$ cat src/rtl/core/gas_sensor_reply_checker_core_assert.svh
// Assertion macros for the gas sensor reply checker core.
// Used by the top level; needs no other file.
`ifndef GAS_SENSOR_REPLY_CHECKER_CORE_ASSERT_SVH
`define GAS_SENSOR_REPLY_CHECKER_CORE_ASSERT_SVH

// Antecedent implies consequent in the same cycle.
`define GSRC_ASSERT_IMPL(lbl, clk, rst_n, ante, cons) \
  lbl: assert property (@(posedge clk) disable iff (!rst_n) (ante) |-> (cons)) \
    else $error("assertion failed");

// Antecedent implies consequent in the next cycle.
`define GSRC_ASSERT_NEXT(lbl, clk, rst_n, ante, cons) \
  lbl: assert property (@(posedge clk) disable iff (!rst_n) (ante) |=> (cons)) \
    else $error("assertion failed");

`endif

$ cat src/rtl/core/gsrc_pkg.sv
// Shared constants and codes for the gas sensor reply checker.
// No dependencies.
`default_nettype none

package gsrc_pkg;

  localparam int unsigned WORDS_PER_REPLY = 2;
  localparam int unsigned EMIT_FULL       = (WORDS_PER_REPLY < 2) ? 1 : 2;

  localparam logic [7:0] CRC_INIT = 8'hFF;
  localparam logic [7:0] CRC_POLY = 8'h31;
  localparam logic [7:0] CRC_MSB  = 8'h80;

  localparam int unsigned CFG_IDX_W  = 1;
  localparam int unsigned CFG_DATA_W = 1;

  localparam logic [CFG_IDX_W-1:0] REG_VARIANT_C3 = 1'd0;
  localparam logic [CFG_IDX_W-1:0] REG_RAW_MODE   = 1'd1;

  localparam logic [1:0] Q_ECO2    = 2'd0;
  localparam logic [1:0] Q_TVOC    = 2'd1;
  localparam logic [1:0] Q_RAW_H2  = 2'd2;
  localparam logic [1:0] Q_RAW_ETH = 2'd3;

  localparam logic [1:0] STS_OK = 2'd0;

  localparam logic [1:0] POS_HIGH = 2'd0;
  localparam logic [1:0] POS_LOW  = 2'd1;
  localparam logic [1:0] POS_CRC  = 2'd2;

endpackage

`default_nettype wire

$ cat src/rtl/core/gsrc_crc8.sv
// One-byte update of the CRC-8 (poly 0x31, MSB first), unrolled XOR network.
// Depends on gsrc_pkg.
`default_nettype none

module gsrc_crc8 (
  input  wire logic [7:0] crc_i,
  input  wire logic [7:0] byte_i,
  output logic      [7:0] crc_o
);
  import gsrc_pkg::*;

  always_comb begin
    logic [7:0] v;
    v = crc_i ^ byte_i;
    for (int i = 0; i < 8; i++) begin
      if ((v & CRC_MSB) != 8'h00) begin
        v = (v << 1) ^ CRC_POLY;
      end else begin
        v = v << 1;
      end
    end
    crc_o = v;
  end

endmodule

`default_nettype wire

$ cat src/rtl/core/gas_sensor_reply_checker_core.sv
// Top level of the gas sensor reply checker: input register, word/CRC tracking,
// result register. Depends on gsrc_pkg, gsrc_crc8 and the assertion header.
//
// Takes one reply byte per cycle through an input register; every third byte of a
// group closes a 16-bit word, checks its CRC-8 and, for groups that carry a quantity,
// loads one result into the output register as that byte leaves the input register.
// The sustained rate is one byte per clock, set by the combinational CRC byte update
// between the input register and the reply state. A held result only stalls the
// input once the input register also holds a byte that produces a result.
`default_nettype none

`include "gas_sensor_reply_checker_core_assert.svh"

module gas_sensor_reply_checker_core (
  input  wire logic                             clk_i,
  input  wire logic                             rst_ni,
  // configuration
  input  wire logic                             cfg_valid_i,
  output logic                                  cfg_ready_o,
  input  wire logic [gsrc_pkg::CFG_IDX_W-1:0]   cfg_index_i,
  input  wire logic [gsrc_pkg::CFG_DATA_W-1:0]  cfg_data_i,
  // byte input
  input  wire logic                             in_valid_i,
  output logic                                  in_stall_o,
  input  wire logic [7:0]                       rx_byte_i,
  input  wire logic                             frame_start_i,
  // result output
  output logic                                  out_valid_o,
  input  wire logic                             out_stall_i,
  output logic [15:0]                           word_value_o,
  output logic [1:0]                            quantity_o,
  output logic                                  crc_ok_o,
  output logic [1:0]                            status_o,
  output logic                                  last_o
);
  import gsrc_pkg::*;

  // configuration registers
  logic variant_c3_q, raw_mode_q;

  // input register
  logic       in_valid_q;
  logic [7:0] byte_q;
  logic       start_q;

  // reply state
  logic [1:0] pos_q, pos_d;
  logic [1:0] wn_q, wn_d;
  logic [7:0] crc_q, crc_d;
  logic [7:0] high_q, high_d;
  logic [7:0] low_q, low_d;
  logic [1:0] sts_q, sts_d;
  logic       done_q, done_d;

  // result register
  logic        out_valid_q;
  logic [15:0] word_q;
  logic [1:0]  qty_q, qty_d;
  logic        ok_q, ok_d;
  logic        last_q, last_d;
  logic [1:0]  sts_out_q;

  logic [1:0] pos_e, wn_e, sts_e;
  logic [7:0] crc_e, crc_new;
  logic       done_e;
  logic       emit, adv, out_free;
  logic [2:0] wn_next, emit_cnt;

  assign cfg_ready_o = 1'b1;

  always_ff @(posedge clk_i or negedge rst_ni) begin
    if (!rst_ni) begin
      variant_c3_q <= 1'b0;
      raw_mode_q   <= 1'b0;
    end else if (cfg_valid_i && cfg_ready_o) begin
      case (cfg_index_i)
        REG_VARIANT_C3: variant_c3_q <= cfg_data_i[0];
        REG_RAW_MODE:   raw_mode_q   <= cfg_data_i[0];
        default: ;
      endcase
    end
  end

  // state as seen after frame_start clearing
  assign pos_e  = start_q ? POS_HIGH : pos_q;
  assign wn_e   = start_q ? 2'd0     : wn_q;
  assign crc_e  = start_q ? CRC_INIT : crc_q;
  assign sts_e  = start_q ? STS_OK   : sts_q;
  assign done_e = start_q ? 1'b0     : done_q;

  gsrc_crc8 u_crc8 (
    .crc_i  (crc_e),
    .byte_i (byte_q),
    .crc_o  (crc_new)
  );

  assign wn_next  = {1'b0, wn_e} + 3'd1;
  assign emit_cnt = (raw_mode_q || !variant_c3_q) ? 3'(EMIT_FULL) : 3'd1;

  always_comb begin
    pos_d  = pos_e;
    wn_d   = wn_e;
    crc_d  = crc_e;
    high_d = high_q;
    low_d  = low_q;
    sts_d  = sts_e;
    done_d = done_e;
    emit   = 1'b0;
    ok_d   = 1'b0;
    qty_d  = Q_ECO2;
    last_d = 1'b0;
    if (!done_e) begin
      case (pos_e)
        POS_HIGH: begin
          high_d = byte_q;
          crc_d  = crc_new;
          pos_d  = POS_LOW;
        end
        POS_LOW: begin
          low_d = byte_q;
          crc_d = crc_new;
          pos_d = POS_CRC;
        end
        default: begin
          ok_d  = (byte_q == crc_e);
          pos_d = POS_HIGH;
          crc_d = CRC_INIT;
          if (wn_next >= 3'(WORDS_PER_REPLY)) begin
            done_d = 1'b1;
          end else begin
            wn_d = wn_next[1:0];
          end
          emit = ({1'b0, wn_e} < emit_cnt);
          if (raw_mode_q) begin
            qty_d = (wn_e == 2'd0) ? Q_RAW_H2 : Q_RAW_ETH;
          end else if (variant_c3_q) begin
            qty_d = Q_TVOC;
          end else begin
            qty_d = (wn_e == 2'd0) ? Q_ECO2 : Q_TVOC;
          end
          if (emit && !ok_d && sts_e == STS_OK) begin
            sts_d = wn_next[1:0];
          end
          last_d = (wn_next == emit_cnt);
        end
      endcase
    end
  end

  assign out_free   = !out_valid_q || !out_stall_i;
  assign adv        = in_valid_q && (!emit || out_free);
  assign in_stall_o = in_valid_q && !adv;

  always_ff @(posedge clk_i or negedge rst_ni) begin
    if (!rst_ni) begin
      in_valid_q <= 1'b0;
    end else if (!in_stall_o) begin
      in_valid_q <= in_valid_i;
    end
  end

  always_ff @(posedge clk_i) begin
    if (in_valid_i && !in_stall_o) begin
      byte_q  <= rx_byte_i;
      start_q <= frame_start_i;
    end
  end

  always_ff @(posedge clk_i or negedge rst_ni) begin
    if (!rst_ni) begin
      pos_q  <= POS_HIGH;
      wn_q   <= 2'd0;
      crc_q  <= CRC_INIT;
      high_q <= 8'h00;
      low_q  <= 8'h00;
      sts_q  <= STS_OK;
      done_q <= 1'b0;
    end else if (adv) begin
      pos_q  <= pos_d;
      wn_q   <= wn_d;
      crc_q  <= crc_d;
      high_q <= high_d;
      low_q  <= low_d;
      sts_q  <= sts_d;
      done_q <= done_d;
    end
  end

  always_ff @(posedge clk_i or negedge rst_ni) begin
    if (!rst_ni) begin
      out_valid_q <= 1'b0;
    end else if (out_free) begin
      out_valid_q <= adv && emit;
    end
  end

  always_ff @(posedge clk_i) begin
    if (out_free && adv && emit) begin
      word_q    <= {high_q, low_q};
      qty_q     <= qty_d;
      ok_q      <= ok_d;
      last_q    <= last_d;
      sts_out_q <= sts_d;
    end
  end

  assign out_valid_o  = out_valid_q;
  assign word_value_o = word_q;
  assign quantity_o   = qty_q;
  assign crc_ok_o     = ok_q;
  assign status_o     = sts_out_q;
  assign last_o       = last_q;

  `GSRC_ASSERT_IMPL(a_fail_sets_status, clk_i, rst_ni,
                    out_valid_o && !crc_ok_o, status_o != STS_OK)
  `GSRC_ASSERT_IMPL(a_ethanol_is_last, clk_i, rst_ni,
                    out_valid_o && quantity_o == Q_RAW_ETH, last_o)
  `GSRC_ASSERT_IMPL(a_done_at_group_start, clk_i, rst_ni,
                    done_q, pos_q == POS_HIGH)
  `GSRC_ASSERT_NEXT(a_result_needs_byte, clk_i, rst_ni,
                    !in_valid_q && !out_valid_q, !out_valid_q)

endmodule

`default_nettype wire

$ cat config.mk
export PLATFORM = sky130hd
export DESIGN_NAME = gas_sensor_reply_checker_core
export DESIGN_NICKNAME = d
export VERILOG_FILES = /design/src/rtl/core/gsrc_pkg.sv /design/src/rtl/core/gsrc_crc8.sv /design/src/rtl/core/gas_sensor_reply_checker_core.sv
export VERILOG_INCLUDE_DIRS = /design/src /design/src/rtl/core
export SDC_FILE = /design/constraint.sdc
export NUM_CORES = 1
export LEC_CHECK = 0
export BUFFER_PORTS_ARGS = -buffer_cell sky130_fd_sc_hd__clkbuf_2
export CORE_MARGIN = 2
export CORE_UTILIZATION = 35
export DETAILED_ROUTE_END_ITERATION = 10
export PLACE_DENSITY = 0.56
export SYNTH_ARGS = -nofsm -noshare
export SYNTH_HDL_FRONTEND = slang
export SYNTH_SLANG_ARGS = --single-unit
$ cat constraint.sdc
create_clock -name clk_i -period 2 [get_ports clk_i]
set_input_delay 0.2 -clock clk_i [delete_from_list [all_inputs] [get_ports clk_i]]
set_output_delay 0.2 -clock clk_i [all_outputs]
set_load 0.01 [all_outputs]
==> flow_summary.ini <==
[status]
outcome = complete, but fails checks
failed_checks = setup timing

[sta]
final.setup.worst_slack_ns = -0.03445
fmax_ghz = 0.4915
max_slew.worst_pin.slew_ns = 0.5132
final_period_minus_worst_setup_slack_ns = 2.034
grt_setup_unrepaired = yes
fin_crit_sh_pct = 101.7
tns_ns = -0.03445
final-hold-violation-count = 0
clock_tree_skew_after_final_layout_ns = 0.008801
maxSlewHeadroom_pct = 65.78
final-max-slew-violation-count = 0
finalSetupViolCount = 1

[clock_network]
h-tree-depth = 3
cts_root_buffer = sky130_fd_sc_hd__clkbuf_8
path_clk_slew_ns = 0.07
cts-root-to-sink-buffers = 2
cts.sink_count = 66
cts_inserted_buffers = 9
clock_latency_ns = 0.35
tritoncts = built

[finish]
core_util_final_pct = 47.55
drive_above_1_share_pct = 44.77
area_growth_pct = 30.38
number_of_antenna_cells_inserted = 0
final_common_cell = sky130_fd_sc_hd__clkbuf_2
layout.cells.most_common_list = sky130_fd_sc_hd__clkbuf_2, sky130_fd_sc_hd__buf_4, sky130_fd_sc_hd__edfxtp_1
fin_nets = 319

[setup_path]
timing.rr.end = status_o[0]$_DFFE_PP_
critPathMaxFanout = 4
critPathArrivalTime_ns = 2.12
rrSetupSlack_ns = -0.03
type_of_the_worst_setup_path = reg -> reg
timing.critical_path.to_type = flop
r2r_start = start_q$_DFFE_PP_
required_ns = 2.09
setup.worst_path.start_class = flop
worstRegToRegCells = 7

[hold_path]
hp-class = in -> reg
holdPathStages = 1
min_delay_worst_endpoint = byte_q[2]$_DFFE_PP_
holdCritStartpoint = rx_byte_i[2]

[detailed_routing]
detail_route.iter0.violations = 63
route.vias.total = 2017
vias_per_cell = 4.908
postRouteWirelength_um = 6072
post_drt_wl_per_cell_um = 14.77
drc = 0
ant_nets = 0
dr.pass1.iters = 4

[global_route]
vias_in_the_first_global_route = 1937
antenna_found_initial = 0
grt_overflow_total = 0
grt_max_degree = 20
grt.total_usage_pct = 13.24
grt_pass1_wl_um = 9639

[synth]
synth_area_sq_um = 3027
yosys.cell_types.count = 52
yosysWarningCount = 0
post_synthesis_instance_total = 224
synth.ff_latch_count = 66
postSynth.asyncResetShare_pct = 53.03
yosys_most_used_dff = sky130_fd_sc_hd__edfxtp_1
synth_enable_flop_cells = 31
synth_seq_area_share_pct = 60.02
syn-mean-instance-area_sq_um = 13.51
postSynthNetCount = 242

[floorplanning]
row_count = 33
die_h_um = 96.99
start_util_pct = 36.47
ios = 41
design.core.area_sq_um = 8299
floorplan_die_width_um = 96.99
die-area_sq_um = 9407

[power]
power.share.clock_pct = 27.5
power_density_nw_per_um2 = 1124
cell_internal_pwr_mw = 3.171
cellLeakagePower_nw = 1.646
total_power_mw = 4.437
swShare_pct = 28.52
switching_power_mw = 1.265
seq_power_share_pct = 43.9
irDropWorstVdd_uv = 531.5
pwr-share-comb_pct = 28.7

[placed_design]
place.gp.congestion = 0.8384
portbufs = 39
place_hpwl_um = 4271

[flow_run]
max_cap_violations = 0
[cells by family after synthesis]
family	count (synthesis)	share of synthesized area (%)
flip-flops	66	60.02
other	1	0.1239
adder cells (fa/ha/maj)	2	0.8267
multiplexers	19	7.069
XOR/XNOR	25	9.136
buffers and inverters	21	3.100
AND/OR/NAND/NOR	51	10.09
AO/OA/AOI/OAI	39	9.632
[registers in the layout, indices dropped and copies added, names as in the netlist]
signal / count
last_o: 1
sts_q: 2
out_valid_o: 1
quantity_o: 2
word_value_o: 16
done_q: 1
variant_c3_q: 1
status_o: 2
crc_q: 8
low_q: 8
in_valid_q: 1
byte_q: 8
crc_ok_o: 1
start_q: 1
raw_mode_q: 1
pos_q: 2
wn_q: 2
high_q: 8
[per-stage QoR]
step	hold WS [ns]	cell area (sq um)	setup slack [ns]	cells
detailed placement	0.1226	3517	-0.1338	384
finish	0.02668	3946	-0.03445	411
CTS	0.01050	3829	-0.04945	405
floorplan	-0.09559	3033	0.005327	224
global placement	0.1219	3517	-0.1178	384
global route	0.008469	3946	-0.1216	411
[critical path: stages (launching register included)]
cell and delay (ns):
sky130_fd_sc_hd__edfxtp_1 0.42, sky130_fd_sc_hd__buf_4 0.17, sky130_fd_sc_hd__buf_6 0.12, sky130_fd_sc_hd__o41ai_2 0.34
sky130_fd_sc_hd__a31oi_1 0.11, sky130_fd_sc_hd__nor4_4 0.36, sky130_fd_sc_hd__buf_4 0.17, sky130_fd_sc_hd__o32ai_1 0.08
[Yosys cell counts, types with 2 or more instances]
cell / instances / area share, %
sky130_fd_sc_hd__nor2b_1: 2 / 0.41
sky130_fd_sc_hd__o22a_1: 9 / 2.6
sky130_fd_sc_hd__nor2_1: 12 / 1.5
sky130_fd_sc_hd__xor2_1: 8 / 2.3
sky130_fd_sc_hd__xnor2_1: 12 / 3.5
sky130_fd_sc_hd__o21a_1: 2 / 0.50
sky130_fd_sc_hd__dfstp_2: 8 / 6.9
sky130_fd_sc_hd__edfxtp_1: 31 / 31
sky130_fd_sc_hd__o41ai_1: 3 / 0.87
sky130_fd_sc_hd__a21oi_1: 4 / 0.66
sky130_fd_sc_hd__nand3_1: 3 / 0.50
sky130_fd_sc_hd__ha_1: 2 / 0.83
sky130_fd_sc_hd__nor3_1: 3 / 0.50
sky130_fd_sc_hd__o21ai_0: 2 / 0.33
sky130_fd_sc_hd__o21ai_1: 5 / 0.83
sky130_fd_sc_hd__a21o_1: 2 / 0.50
sky130_fd_sc_hd__buf_2: 9 / 1.5
sky130_fd_sc_hd__mux2_2: 11 / 4.1
sky130_fd_sc_hd__nand2_1: 12 / 1.5
sky130_fd_sc_hd__nand2b_1: 2 / 0.41
sky130_fd_sc_hd__a31oi_1: 5 / 1.0
sky130_fd_sc_hd__mux2_1: 8 / 3.0
sky130_fd_sc_hd__xnor3_1: 2 / 1.5
sky130_fd_sc_hd__or3_1: 3 / 0.62
sky130_fd_sc_hd__and2_1: 2 / 0.41
sky130_fd_sc_hd__dfrtp_1: 27 / 22
sky130_fd_sc_hd__clkbuf_1: 2 / 0.25
sky130_fd_sc_hd__inv_1: 9 / 1.1
[area by class of cell]
class / count / area, sq um
Fill cell: 747 / 4353
Sequential cell: 66 / 1817
Clock buffer: 9 / 123.9
Clock inverter: 7 / 92.59
Inverter: 9 / 33.78
Tap cell: 105 / 131.4
Multi-Input combinational cell: 137 / 1234
Timing Repair Buffer: 78 / 514.2
[metal layers]
metal	vias up	wire length (um)	global-route usage, %
li1	962	-	-
met1	1008	2829	17.05
met2	38	2924	20.83
met3	9	207	3.396
met4	0	110	6.392
met5	-	0	0
[power groups by stage]
stage,logic [mW],registers (mW),clock network [mW]
after global placement,1.14,1.95,0
after detailed placement,1.16,1.96,0
final,1.27,1.95,1.22
after CTS,1.22,1.94,1.25
after global routing,1.37,1.97,1.32
after floorplan,0.913,1.88,0
[worst max-delay path by stage]
stage,start,to,slack (ns),cells after the start
2_1_floorplan,start_q$_DFFE_PP_,last_o$_SDFFCE_PP0P_,0.005,7
3_3_place_gp,start_q$_DFFE_PP_,crc_ok_o$_SDFFCE_PP0P_,-0.12,5
3_5_place_dp,start_q$_DFFE_PP_,crc_ok_o$_SDFFCE_PP0P_,-0.13,5
4_1_cts,start_q$_DFFE_PP_,status_o[0]$_DFFE_PP_,-0.05,7
5_1_grt,start_q$_DFFE_PP_,status_o[0]$_DFFE_PP_,-0.12,7
6_report,start_q$_DFFE_PP_,status_o[0]$_DFFE_PP_,-0.03,7
[repair_timing]
action,4_1_cts,5_1_grt
endpoints found under the setup margin,6,9
pin swaps,5,6
resized for setup,10,14
hold buffers,1,0
buffers inserted,4,7
endpoints found under the hold margin,5,0
Note: power is estimated with default switching activity, not from simulation.
